**src/qnps_pkg.sv**
```systemverilog
// shared types and codes for the quadrant nearest pixel search unit
// no dependencies
package qnps_pkg;

    localparam logic OP_LOAD  = 1'b0;
    localparam logic OP_QUERY = 1'b1;

    localparam logic [1:0] CFG_ROW_COUNT    = 2'd0;
    localparam logic [1:0] CFG_COL_COUNT    = 2'd1;
    localparam logic [1:0] CFG_MAX_DISTANCE = 2'd2;

    localparam logic [1:0] QUAD_0 = 2'd0;
    localparam logic [1:0] QUAD_1 = 2'd1;
    localparam logic [1:0] QUAD_2 = 2'd2;
    localparam logic [1:0] QUAD_3 = 2'd3;

    localparam logic [16:0] SQ_MAX = 17'd131071;

    typedef struct packed {
        logic       operation;
        logic [7:0] row;
        logic [7:0] col;
        logic [7:0] pixel_value;
        logic [1:0] quadrant;
    } qnps_in_t;

    typedef struct packed {
        logic        found;
        logic [7:0]  found_row;
        logic [7:0]  found_col;
        logic [7:0]  found_value;
        logic [16:0] squared_distance;
    } qnps_out_t;

    // one scan position sent to the memory and the compare pipeline
    typedef struct packed {
        logic       vld;
        logic [7:0] row;
        logic [7:0] col;
        logic [7:0] abs_a;
        logic [7:0] abs_b;
    } qnps_issue_t;

    typedef struct packed {
        logic idle;
        logic done;
    } qnps_seq_stat_t;

    typedef struct packed {
        logic        hit;
        logic [16:0] sq_dist;
        logic [7:0]  row;
        logic [7:0]  col;
        logic [7:0]  value;
    } qnps_best_t;

    typedef enum logic [1:0] {
        SEQ_IDLE,
        SEQ_SCAN,
        SEQ_DRAIN,
        SEQ_DONE
    } qnps_seq_state_t;

endpackage

```
**src/qnps_best_track.sv**
```systemverilog
// compare pipeline: squares the offsets beside the memory read, then keeps
// the closest nonzero pixel; depends on qnps_pkg
module qnps_best_track (
    input  logic                  aclk,
    input  logic                  aresetn,
    input  logic                  clear,
    input  qnps_pkg::qnps_issue_t issue,
    input  logic [7:0]            rd_data,
    output qnps_pkg::qnps_best_t  best
);
    import qnps_pkg::*;

    logic        p_vld_reg;
    logic [7:0]  p_row_reg, p_col_reg;
    logic [15:0] p_asq_reg, p_bsq_reg;
    qnps_best_t  best_reg;
    logic [16:0] d2;
    logic        take;

    // stage 1 runs in step with the memory read
    always_ff @(posedge aclk) begin
        if (!aresetn) begin
            p_vld_reg <= 1'b0;
        end else begin
            p_vld_reg <= issue.vld;
        end
    end

    always_ff @(posedge aclk) begin
        p_row_reg <= issue.row;
        p_col_reg <= issue.col;
        p_asq_reg <= 16'(issue.abs_a) * 16'(issue.abs_a);
        p_bsq_reg <= 16'(issue.abs_b) * 16'(issue.abs_b);
    end

    assign d2   = {1'b0, p_asq_reg} + {1'b0, p_bsq_reg};
    // strict compare keeps the first of equal distances
    assign take = p_vld_reg && (rd_data != 8'd0)
                  && (!best_reg.hit || (d2 < best_reg.sq_dist));

    always_ff @(posedge aclk) begin
        if (!aresetn) begin
            best_reg.hit <= 1'b0;
        end else if (clear) begin
            best_reg.hit <= 1'b0;
        end else if (take) begin
            best_reg.hit <= 1'b1;
        end
    end

    always_ff @(posedge aclk) begin
        if (take) begin
            best_reg.sq_dist <= d2;
            best_reg.row     <= p_row_reg;
            best_reg.col     <= p_col_reg;
            best_reg.value   <= rd_data;
        end
    end

    assign best = best_reg;
endmodule

```
**config.mk**
```make
export PLATFORM = sky130hd
export DESIGN_NAME = qnps_best_track
export DESIGN_NICKNAME = d
export VERILOG_FILES = /design/src/qnps_pkg.sv /design/src/qnps_best_track.sv
export SDC_FILE = /design/constraint.sdc
export NUM_CORES = 1
export LEC_CHECK = 0
export BUFFER_PORTS_ARGS = -buffer_cell sky130_fd_sc_hd__buf_2
export CAP_MARGIN = 5
export CORE_UTILIZATION = 55
export CTS_CLUSTER_SIZE = 14
export DETAILED_ROUTE_END_ITERATION = 10
export PLACE_DENSITY = 0.85
export SLEW_MARGIN = 25
export SYNTH_ARGS = -nofsm -noshare
export SYNTH_HDL_FRONTEND = slang
export SYNTH_SLANG_ARGS = --single-unit
```
**constraint.sdc**
```tcl
create_clock -name aclk -period 6.02 [get_ports aclk]
set_input_delay 1.204 -clock aclk [delete_from_list [all_inputs] [get_ports aclk]]
set_output_delay 1.204 -clock aclk [all_outputs]
set_load 0.02 [all_outputs]
```
-- After elaboration in Yosys (flattened, before gate mapping)
Cells that the tools add are included.
- flip-flop bits (word level): 91
- bits of input ports: 44
- output and inout bits: 42
- logic and storage cells: 21
- $add $sub $neg: 1
- multiply operators: 2
- magnitude comparators: 1
- bitwise logic cells: 1
- reduce and logical (&&, ||, !) cells: 6
- operators with widths (operator ; count):
    8-bit by 8-bit multiplier with 16-bit output ; 2
    16-bit by 16-bit adder with 17-bit output ; 1
    17-bit less-than comparator ; 1
    8-bit nonzero test ; 1
    1-bit logical AND ; 2
    2-bit OR reduction ; 1
    1-bit zero test ; 1
    1-bit logical OR ; 1
    1-bit NOT ; 1

-- Depth between registers and ports, before layout
- word-level depth: 4
- gate-level depth with buffers: 16
- depth with buffers taken out: 15

-- Worst setup path before layout
No wires, ideal clock.
- kind: input to register
- from: input port issue[1] in the netlist's numbering
- to: register p_bsq_reg[12]
- library setup time: 0.079 ns
- arrival time: 5.019 ns
- required time: 5.941 ns
- setup slack: 0.922 ns
- stages on the path: 14
- path buffers: 1
- cells stage by stage: clkbuf_1 > and2_1 > fa_1 > fa_1 > inv_1 > fa_1 > fa_1 > inv_1 > ha_1 > o21a_1 > o21a_1 > o22ai_2 > or4b_1 > o211ai_1
- word-level cells in the longest chain between the ends: 1
- RTL lines (element ; line ; source):
    start: declaration ; qnps_best_track.sv:7 ; input qnps_pkg::qnps_issue_t issue,
    8-bit by 8-bit multiplier with 16-bit output ; qnps_best_track.sv:33 ; p_bsq_reg <= 16'(issue.abs_b) * 16'(issue.abs_b);
    end signal: assignment ; qnps_best_track.sv:33 ;
    end: declaration ; qnps_best_track.sv:15 ; logic [15:0] p_asq_reg, p_bsq_reg;
No other way between the ends.
A chain may end at the register's enable or synchronous reset.

-- Worst setup path in the final report
- from: input port issue[5] in the netlist's numbering
- to: register p_bsq_reg[12]
The elaborated chain is that of the path after synthesis.

==> reports/results.txt <==
status = complete, no violations
initial antenna violation count = 0
vias post-DR = 4650
Seq cells post-synth = 89
cells along the critical path = buf_2, inv_1, nor2_1, fa_1, fa_1, inv_1, fa_1, fa_1, inv_1, ha_1, o21a_1, o21a_1, o22ai_2, or4b_1, o211ai_1
hold slack = 405 ps
Leak Pwr = 0.00369 uW
H-tree levels = 3
Worst VDD drop = 0.359 mV
IO buf count = 85
I/O pin count = 86
Pwr per Cell Area = 458 nW/um2
total congestion overflow = 0
async set or reset register ratio after synthesis = 0%
Final Power = 3400 uW
crit path launch = issue[5]
GRT Overall Usage = 20.7%
core box area = 11500 um2
Setup crit start kind = input port
Initial DRT Pass Iterations = 4
Slew headroom = 48.7%
Vias/cell = 5.38
gpl congestion = 0.890
Initial Util = 56.7%
CTS tree = yes
placement row count = 39
hold buffer count at CTS = 0
slowest stage delay, CP = 540 ps
Worst setup endpoint = p_bsq_reg[12]
die area = 12300 um2
die width = 111 um
DRT iter0 DRCs = 264
first-pass GRT wire length = 20800 um
Slew Limit Fails = 0
Final ANT Viol Nets = 0
Syn Nets = 809
Synth cell types = 45
worst r2r src = p_asq_reg[7]
worst path bufs/invs = 4
vias in the first global route = 4686
stages on the worst setup path = 15
clk slew on worst S/H paths = 70 ps
Die H = 111 um
critical path data arrival time = 5270 ps
max_cap viols = 0
register area share after synthesis = 33.7%
Root Driver = clkbuf_16
CP Max Fanout = 8
crit path capture type = register
DP Wirelength = 9830 um
Tmin final = 5000 ps
Worst Max-Slew Pin Slew = 767 ps
max reg flops = 42
Mapped Cells = 626
Filler cells = 838
Reg2Reg Setup Slack = 1810 ps
Setup Viol. Count Final = 0
Area growth, synth to finish = 14.1%
Synth top area share = 19.0%
setup TNS = 0 ps
min-delay worst type = reg -> reg
Skew-Pair Late Insertion Delay = 350 ps
largest net degree at the start of global routing = 22
Reg-to-Reg End = best[5]
# Post-CTS Setup Buffers = 0
Top cell by count, worst path = fa_1
CP Class = in -> reg
Longest Clk Path Bufs = 2
final WL = 12100 um
clk_skew = 7.92 ps
Diodes inserted = 0
most common flop cell mapped by yosys = dfxtp_1
most instantiated library cell after synthesis = inv_1
Hold Crit Depth = 0
share of cells above drive strength 1 = 15.3%
CTS buffer count = 9
unrepaired setup endpoints after global routing = false
Fmax achieved = 200 MHz
Final period util = 83.1%
DRC = 0
Resized cells post-CTS = 0
Worst Reg-to-Reg Cells = 13
clk sink count = 89
top post-synthesis cells by area = edfxtp_1 (19%), ha_1 (17%), fa_1 (15%)
Post-Syn Area per Cell = 10.4 um2
Crit path max-delay family = adder cells
mapped cell area = 6500 um2
Synth top cells by count = inv_1 (107), ha_1 (89), fa_1 (50)
Data required, critical path = 6290 ps
CP max-delay cell = fa_1
WL/cell = 14.0 um
Yosys top cell by area = edfxtp_1
number of synthesized flops with an enable pin = 41
Nets = 899
Final Hold Fails = 0
yosys warns = 0
## kinds of logic (layout without fill, tap and decap cells)
| logic type | after synthesis | in the layout | share of synthesized area (%) |
|---|---|---|---|
| buf+inv | 114 | 209 | 6.59 |
| fa+ha+maj | 139 | 139 | 32.6 |
| simple gates | 153 | 153 | 12.5 |
| compound gates | 92 | 92 | 9.36 |
| flops | 89 | 89 | 33.7 |
| mux | 2 | 2 | 0.308 |
| xor+xnor | 37 | 37 | 4.99 |
## power by group
part / internal [uW] / switching (uW) / leakage, uW
registers: 833 / 55.9 / 0.000789
logic: 834 / 1120 / 0.00275
clock network: 296 / 258 / 0.000149
total: 1960 / 1430 / 0.00369
## final cells by class
type | instances | area (um2) | area share, %
clock inverter | 7 | 76.3 | 1.03
clock buffer | 9 | 225 | 3.04
timing repair buffer | 86 | 453 | 6.11
inverter | 107 | 402 | 5.42
tap | 143 | 179 | 2.41
sequential | 89 | 2190 | 29.6
multi-input combinational | 423 | 3890 | 52.4
## layout by cell type (no fill, tap or decap), types with 27 or more instances in the layout
cell | netlist | layout
and2_1 | 40 | 40
buf_2 | 0 | 85
dfxtp_1 | 48 | 48
edfxtp_1 | 41 | 41
fa_1 | 50 | 50
ha_1 | 89 | 89
inv_1 | 107 | 107
nand2_1 | 28 | 28
nor2_1 | 27 | 27
xnor2_1 | 27 | 27
## routing by layer
metal / up-vias / track usage, % / part of all wire, %
met5: - / 0 / 0
met4: 0 / 8.18 / 2.3
met3: 21 / 3.66 / 4.3
met2: 137 / 37.1 / 51
met1: 2220 / 24.6 / 43
li1: 2272 / - / -
## worst min-delay path by stage
stage | to | slack (ps) | startpoint
floorplan | best[10] | 390 | p_col_reg[2]
global placement | best[18] | 390 | p_row_reg[2]
detailed placement | best[12] | 390 | p_col_reg[4]
CTS | best[12] | 410 | p_col_reg[4]
global route | best[10] | 420 | p_col_reg[2]
finish | best[10] | 410 | p_col_reg[2]
## through the flow
stage / setup slack (ps) / instance area, um2 / utilization (%) / std cells
after global placement: 787 / 7090 / 61.8 / 847
final: 1020 / 7410 / 64.7 / 864
after CTS: 1040 / 7410 / 64.7 / 864
after floorplan: 922 / 6500 / - / 626
after global routing: 807 / 7410 / 64.7 / 864
after detailed placement: 679 / 7110 / 62.0 / 848
(Power assumes the default switching activity.)
