--- src/qnps_pkg.sv ---
// shared types and codes for the quadrant nearest pixel search unit
// no dependencies
package qnps_pkg;

    localparam logic OP_LOAD  = 1'b0;
    localparam logic OP_QUERY = 1'b1;

    localparam logic [1:0] CFG_ROW_COUNT    = 2'd0;
    localparam logic [1:0] CFG_COL_COUNT    = 2'd1;
    localparam logic [1:0] CFG_MAX_DISTANCE = 2'd2;

    localparam logic [1:0] QUAD_0 = 2'd0;
    localparam logic [1:0] QUAD_1 = 2'd1;
    localparam logic [1:0] QUAD_2 = 2'd2;
    localparam logic [1:0] QUAD_3 = 2'd3;

    localparam logic [16:0] SQ_MAX = 17'd131071;

    typedef struct packed {
        logic       operation;
        logic [7:0] row;
        logic [7:0] col;
        logic [7:0] pixel_value;
        logic [1:0] quadrant;
    } qnps_in_t;

    typedef struct packed {
        logic        found;
        logic [7:0]  found_row;
        logic [7:0]  found_col;
        logic [7:0]  found_value;
        logic [16:0] squared_distance;
    } qnps_out_t;

    // one scan position sent to the memory and the compare pipeline
    typedef struct packed {
        logic       vld;
        logic [7:0] row;
        logic [7:0] col;
        logic [7:0] abs_a;
        logic [7:0] abs_b;
    } qnps_issue_t;

    typedef struct packed {
        logic idle;
        logic done;
    } qnps_seq_stat_t;

    typedef struct packed {
        logic        hit;
        logic [16:0] sq_dist;
        logic [7:0]  row;
        logic [7:0]  col;
        logic [7:0]  value;
    } qnps_best_t;

    typedef enum logic [1:0] {
        SEQ_IDLE,
        SEQ_SCAN,
        SEQ_DRAIN,
        SEQ_DONE
    } qnps_seq_state_t;

endpackage

--- src/qnps_scan_seq.sv ---
// ring walker: steps through the two segments of each ring and issues reads
// depends on qnps_pkg
module qnps_scan_seq (
    input  logic                     aclk,
    input  logic                     aresetn,
    input  logic                     start,
    input  logic [1:0]               quad_in,
    input  logic [7:0]               cr_in,
    input  logic [7:0]               cc_in,
    input  logic [8:0]               nr,
    input  logic [8:0]               nc,
    input  logic [7:0]               md,
    input  logic                     hit,
    input  logic                     out_free,
    output qnps_pkg::qnps_issue_t    issue,
    output qnps_pkg::qnps_seq_stat_t stat
);
    import qnps_pkg::*;

    typedef struct packed {
        logic signed [8:0] a;
        logic signed [8:0] b;
    } offs_t;

    qnps_seq_state_t state_reg, state_next;
    logic [1:0]  quad_reg;
    logic [7:0]  cr_reg, cc_reg;
    logic [7:0]  ring_reg;
    logic        seg_reg;
    logic [7:0]  cnt_reg;
    logic        drain_reg;
    offs_t       off_reg;

    logic              seg_end;
    logic              ring_stop;
    logic signed [9:0] row_s, col_s;
    logic              in_range;
    logic [8:0]        neg_a, neg_b;
    offs_t             step;

    // first offset of a segment, relative to the centre
    function automatic offs_t seg_start(input logic [1:0] q, input logic s,
                                        input logic [7:0] d);
        logic signed [8:0] dp, dn;
        offs_t o;
        dp = $signed({1'b0, d});
        dn = -dp;
        case (q)
            QUAD_0:  o = s ? offs_t'{a: dn, b: 9'sd0} : offs_t'{a: dn, b: dn};
            QUAD_1:  o = s ? offs_t'{a: 9'sd0, b: dn} : offs_t'{a: dp, b: dn};
            QUAD_2:  o = s ? offs_t'{a: dp, b: 9'sd0} : offs_t'{a: dp, b: dp};
            QUAD_3:  o = s ? offs_t'{a: 9'sd0, b: dp} : offs_t'{a: dn, b: dp};
            default: o = offs_t'{a: 9'sd0, b: 9'sd0};
        endcase
        return o;
    endfunction

    function automatic offs_t seg_step(input logic [1:0] q, input logic s);
        offs_t o;
        case (q)
            QUAD_0:  o = s ? offs_t'{a: 9'sd0, b: -9'sd1} : offs_t'{a: 9'sd1, b: 9'sd0};
            QUAD_1:  o = s ? offs_t'{a: 9'sd1, b: 9'sd0} : offs_t'{a: 9'sd0, b: 9'sd1};
            QUAD_2:  o = s ? offs_t'{a: 9'sd0, b: 9'sd1} : offs_t'{a: -9'sd1, b: 9'sd0};
            QUAD_3:  o = s ? offs_t'{a: -9'sd1, b: 9'sd0} : offs_t'{a: 9'sd0, b: -9'sd1};
            default: o = offs_t'{a: 9'sd0, b: 9'sd0};
        endcase
        return o;
    endfunction

    assign seg_end   = (cnt_reg == 8'(ring_reg - 8'd1));
    assign ring_stop = hit || (ring_reg == md);
    assign step      = seg_step(quad_reg, seg_reg);

    // next state
    always_comb begin
        state_next = state_reg;
        case (state_reg)
            SEQ_IDLE: begin
                if (start) begin
                    state_next = (md == 8'd0) ? SEQ_DONE : SEQ_SCAN;
                end
            end
            SEQ_SCAN: begin
                if (seg_reg && seg_end) begin
                    state_next = SEQ_DRAIN;
                end
            end
            SEQ_DRAIN: begin
                // wait for the last compare to pass the read and best registers
                if (drain_reg) begin
                    state_next = ring_stop ? SEQ_DONE : SEQ_SCAN;
                end
            end
            SEQ_DONE: begin
                if (out_free) begin
                    state_next = SEQ_IDLE;
                end
            end
            default: state_next = SEQ_IDLE;
        endcase
    end

    always_ff @(posedge aclk) begin
        if (!aresetn) begin
            state_reg <= SEQ_IDLE;
        end else begin
            state_reg <= state_next;
        end
    end

    // walker registers
    always_ff @(posedge aclk) begin
        case (state_reg)
            SEQ_IDLE: begin
                if (start) begin
                    quad_reg <= quad_in;
                    cr_reg   <= cr_in;
                    cc_reg   <= cc_in;
                    ring_reg <= 8'd1;
                    seg_reg  <= 1'b0;
                    cnt_reg  <= 8'd0;
                    off_reg  <= seg_start(quad_in, 1'b0, 8'd1);
                end
            end
            SEQ_SCAN: begin
                if (seg_end) begin
                    cnt_reg <= 8'd0;
                    if (!seg_reg) begin
                        seg_reg <= 1'b1;
                        off_reg <= seg_start(quad_reg, 1'b1, ring_reg);
                    end else begin
                        drain_reg <= 1'b0;
                    end
                end else begin
                    cnt_reg <= cnt_reg + 8'd1;
                    off_reg <= '{a: off_reg.a + step.a, b: off_reg.b + step.b};
                end
            end
            SEQ_DRAIN: begin
                drain_reg <= 1'b1;
                if (drain_reg && !ring_stop) begin
                    ring_reg <= ring_reg + 8'd1;
                    seg_reg  <= 1'b0;
                    off_reg  <= seg_start(quad_reg, 1'b0, 8'(ring_reg + 8'd1));
                end
            end
            default: ;
        endcase
    end

    // position in image coordinates and bounds check
    assign row_s    = $signed({2'b00, cr_reg}) + {off_reg.a[8], off_reg.a};
    assign col_s    = $signed({2'b00, cc_reg}) + {off_reg.b[8], off_reg.b};
    assign in_range = !row_s[9] && !col_s[9] && (row_s[8:0] < nr) && (col_s[8:0] < nc);
    assign neg_a    = 9'(-off_reg.a);
    assign neg_b    = 9'(-off_reg.b);

    // outputs
    always_comb begin
        issue.vld   = (state_reg == SEQ_SCAN) && in_range;
        issue.row   = row_s[7:0];
        issue.col   = col_s[7:0];
        issue.abs_a = off_reg.a[8] ? neg_a[7:0] : off_reg.a[7:0];
        issue.abs_b = off_reg.b[8] ? neg_b[7:0] : off_reg.b[7:0];
        stat.idle   = (state_reg == SEQ_IDLE);
        stat.done   = (state_reg == SEQ_DONE);
    end
endmodule

--- config.mk ---
export PLATFORM = sky130hd
export DESIGN_NAME = qnps_scan_seq
export DESIGN_NICKNAME = d
export VERILOG_FILES = /design/src/qnps_pkg.sv /design/src/qnps_scan_seq.sv
export SDC_FILE = /design/constraint.sdc
export NUM_CORES = 1
export LEC_CHECK = 0
export ABC_AREA = 1
export BUFFER_PORTS_ARGS = -buffer_cell sky130_fd_sc_hd__buf_2
export CAP_MARGIN = 20
export CORE_MARGIN = 5
export CORE_UTILIZATION = 44
export CTS_BUF_LIST = sky130_fd_sc_hd__clkbuf_16
export DETAILED_ROUTE_END_ITERATION = 6
export PLACE_DENSITY = 0.61
export SLEW_MARGIN = 0
export SYNTH_ARGS = -nofsm -noshare
export SYNTH_HDL_FRONTEND = slang
export SYNTH_SLANG_ARGS = --single-unit
--- constraint.sdc ---
create_clock -name aclk -period 8.15 [get_ports aclk]
set_input_delay 1.63 -clock aclk [delete_from_list [all_inputs] [get_ports aclk]]
set_output_delay 1.63 -clock aclk [all_outputs]
set_load 0.02 [all_outputs]
**Word level (Yosys, flattened, before mapping)**

Cells that the tools add are included.

- Flip-flop bits (word level): 56
- Logic and storage cells: 102

- Add/sub/neg operators: 11
- Order comparisons: 2
- Equality and inequality tests: 19
- Multiplexer cells: 35
- Reduce and logical (&&, ||, !) cells: 25

Operators by type and width:

| kind | number |
|---|---|
| case mux 18 bit (4 select lines) | 4 |
| 2-to-1 mux 18 bit | 6 |
| case mux 18 bit (3 select lines) | 1 |
| 2-to-1 mux 8 bit | 6 |
| case mux 8 bit (2 select lines) | 2 |
| adder 9 x 9 -> 10 bit | 2 |
| 2-to-1 mux 10 bit | 2 |
| adder 9 bit | 2 |
| < comparator 9 bit | 2 |
| negator 8 -> 9 bit | 2 |
| adder 8 x 1 -> 8 bit (second input constant) | 2 |
| == test 8 bit | 2 |
| negator 8 bit | 2 |
| != test 2 bit (second input constant) | 7 |
| == test 2 bit (second input constant) | 6 |
| 2-to-1 mux 2 bit | 6 |
| AND reduction 4 bit | 3 |
| zero test 8 bit | 1 |
| case mux 2 bit (4 select lines) | 1 |
| subtractor 8 x 1 -> 8 bit (second input constant) | 1 |
| == test 2 x 1 -> 1 bit (second input constant) | 3 |
| logical AND 1 bit | 6 |
| zero test 2 bit | 3 |
| AND reduction 3 bit | 2 |
| other kinds (9) | 18 |

**Depth between registers and ports, before layout**

- Depth in word-level cells: 6
- Gate-level depth with buffers: 20

**Worst setup path after synthesis**

No wires, ideal clock.

- Kind: reg2out
- From: reg off_reg[9] (netlist bit)
- To: out issue[32] (netlist bit)
- Data arrival time: 2859 ps
- Data required time: 6520 ps
- Slack: 3661 ps
- Stages on the path, launching flop included: 17
- Buffers on the path: 0
- Path through: edfxtp_1 > ha_1 > fa_1 > nand3_1 > nand2_1 > a21oi_1 > o21bai_1 > nand2_1 > nand2_1 > a21oi_1 > xor2_1 > ha_1 > a21oi_1 > o21ai_0 > a211oi_1 > nand4_1 > nor2_1

RTL lines:

| element | RTL line | RTL |
|---|---|---|
| start: declaration | qnps_scan_seq.sv:32 | `offs_t off_reg;` |
| start signal: assignment | qnps_scan_seq.sv:122 | `off_reg <= seg_start(quad_in, 1'b0, 8'd1);` |
| start signal: assignment | qnps_scan_seq.sv:130 | `off_reg <= seg_start(quad_reg, 1'b1, ring_reg);` |
| start signal: assignment | qnps_scan_seq.sv:136 | `off_reg <= '{a: off_reg.a + step.a, b: off_reg.b + step.b};` |
| end: declaration | qnps_scan_seq.sv:15 | `output qnps_pkg::qnps_issue_t issue,` |

==> flow_metrics.tcl <==
set metrics [dict create \
    status "completed" \
    via_count_of_the_first_global_routing_pass 5052 \
    drc_errors 0 \
    syn_nets 927 \
    route.met3.wl_um 736 \
    tritoncts.num_buffers 5 \
    synth_enable_flop_cells 54 \
    max-slew-margin-rel 0.376 \
    layout_worst_path_cycle_share 0.633 \
    start_util 0.448 \
    fillCellCount 1360 \
    asyncSetResetFlopFracSynth 0 \
    achievable-frequency_mhz 194 \
    rsz0062_at_grt "false" \
    antenna_cells_inserted 0 \
    floorplan.rows 42 \
    setup.worst_path.start_class "flop" \
    synthFlopType "edfxtp_1" \
    vertical_extent_of_the_die_um 126 \
    final_antenna_net_count 0 \
    drt_iter0_drc 318 \
    ys_top_cells_by_area "edfxtp_1 27%, nand2_1 13%, ha_1 12%" \
    endpoint_kind "output port" \
    clock_skew_after_layout_ns 0.00630 \
    wire_per_inst_um 14.1 \
    largest_reg_flops 18 \
    average_cell_area_after_synthesis_um2 7.28 \
    port-buffer-count 83 \
    cp_data_arrival_time_ns 3.53 \
    worst_skew_pair.late_latency_ns 0.31 \
    cts_htree_levels 2 \
    syn_to_final_growth_pct 11.3 \
    cts-root-to-sink-buffers 2 \
    synth_cells 815 \
    finalNetCount 1000 \
    critical-path-slowest-cell "edfxtp_1" \
    wire_length_on_met2_um 6550 \
    yosysMostFrequentCell "nand2_1" \
    clock_root_buffer "clkbuf_16" \
    synth.cells.most_frequent "211 x nand2_1, 122 x inv_1, 59 x ha_1, 59 x nor2_1, 54 x edfxtp_1" \
    critical_setup_path_class "reg -> out" \
    setup_total_negative_slack_ns 0 \
    tritoncts_clock_tree "built" \
    post_synth_instance_area_um2 5930 \
    netlist.top_cell.by_area "edfxtp_1" \
    worst_pin_slew_ns 0.930 \
    cts.clk_slew.worst_paths_ns 0.07 \
    num_vias 5413 \
    synth_top_area_frac 0.273 \
    synth.ff_latch_count 56 \
    final_hold_viol_count 0 \
    ys_types 53 \
    drive_above_1_share 0.144 \
    cts_resized 0 \
    maxSlewViolCount 0 \
    cp_cell_sequence "ha_1, fa_1, nand3_1, nand2_1, a21oi_1, o21bai_1, nand2_1, nand2_1, a21oi_1, xor2_1, ha_1, a21oi_1, o21ai_0, a211oi_1, nand4_1, nor2_1, buf_2" \
    seq_area_frac_synth 0.280 \
    overflow 0 \
    gp_congestion 0.898 \
    cts_setup_buffers 0 \
    holdCritPathClass "reg -> reg" \
    routed_via_density 5.08 \
    floorplan.die_area_um2 15900 \
    grt_antenna_before_repair 0 \
    yosys_warnings 0 \
    core_outline_area_um2 13200 \
    postCtsHoldBufs 0 \
    met1Wirelength_um 7420 \
    hpwlAfterDp_um 12200 \
    maxCapViolCount 0 \
    route.final.wire_length_um 15000 \
    setup_failing_eps_final 0 \
    clock-sinks 56 \
    detail_route.first_pass.iterations 5 \
    crit_required_ns 6.52 \
    ioPinCount 84 \
    critical_path.max_fanout 5 \
    grt_max_degree 25 \
    grt_pass1_wl_um 24800 \
    die_w_um 126 \
    grt_use_total 0.189 \
    minimum_clock_period_after_layout_ns 5.16 \
    critical_path.max_stage_delay_ns 0.46 \
    highest-signal-layer "met4" \
]
## logic make-up (layout without fill, tap and decap cells)
kind of cell             count (synthesis)  count (layout)  share of synthesized area
AND/OR/NAND/NOR                        392             392                      0.299
buffers and inverters                  149             223                      0.103
AO/OA/AOI/OAI                          101             101                     0.0988
adder cells (fa/ha/maj)                 63              63                      0.138
flip-flops                              56              56                      0.280
XOR/XNOR                                54              54                     0.0810
## per-stage QoR
stage | setup slack [ns] | cell area [um2] | hold slack [ns] | cells | utilization
global placement | 3.37 | 6460 | 0.542 | 1057 | 0.488
detailed placement | 3.30 | 6460 | 0.544 | 1057 | 0.488
CTS | 2.96 | 6600 | 0.554 | 1065 | 0.498
finish | 2.99 | 6600 | 0.556 | 1065 | 0.498
global route | 2.67 | 6600 | 0.581 | 1065 | 0.498
floorplan | 3.66 | 5930 | 0.503 | 815 | -
## routing by layer
metal | up-vias | global-route usage
met2 | 157 | 0.306
met4 | 0 | 0.0631
li1 | 2833 | -
met5 | - | 0
met1 | 2405 | 0.263
met3 | 18 | 0.0229
## cells in the final DEF, fill, tap and decap left out, drive strengths merged, types with 6 or more instances in the layout
cell type,instances
a21oi,48
buf,85
edfxtp,54
ha,59
inv,129
nand2,222
nand3,53
nand4,29
nor2,70
nor3,7
o21ai,17
o21bai,6
o22ai,12
xnor2,18
xor2,36
## path summary, 6_finish.rpt
path,start,endpoint,slack [ns],cells past startpoint
worst max-delay path,off_reg[9],issue[32],2.99,17
worst min-delay path,state_reg[1],state_reg[1],0.56,2
worst max register to register,quad_reg[1],off_reg[6],4.95,15
worst min register to register,state_reg[1],state_reg[1],0.56,2
## worst max-delay path: cells and delay by family (launching register included)
family	cells	cell delay, ns
simple gates	6	0.54
flops	1	0.46
xor+xnor	1	0.16
fa+ha+maj	3	0.95
compound gates	6	0.94
buf+inv	1	0.17
## cell type report
| cell class | instances | area (um2) | area share |
|---|---|---|---|
| multi-input cells | 610 | 3650 | 0.554 |
| flip-flops and latches | 56 | 1660 | 0.252 |
| inverters | 130 | 490 | 0.0743 |
| repair buffers | 85 | 430 | 0.0652 |
| well taps | 176 | 220 | 0.0334 |
| clock buffers | 5 | 125 | 0.0190 |
| clock inverters | 3 | 18.8 | 0.00284 |
Power is not shown: default switching activity piles up to over one toggle a cycle in this logic, so the estimate is an artifact.
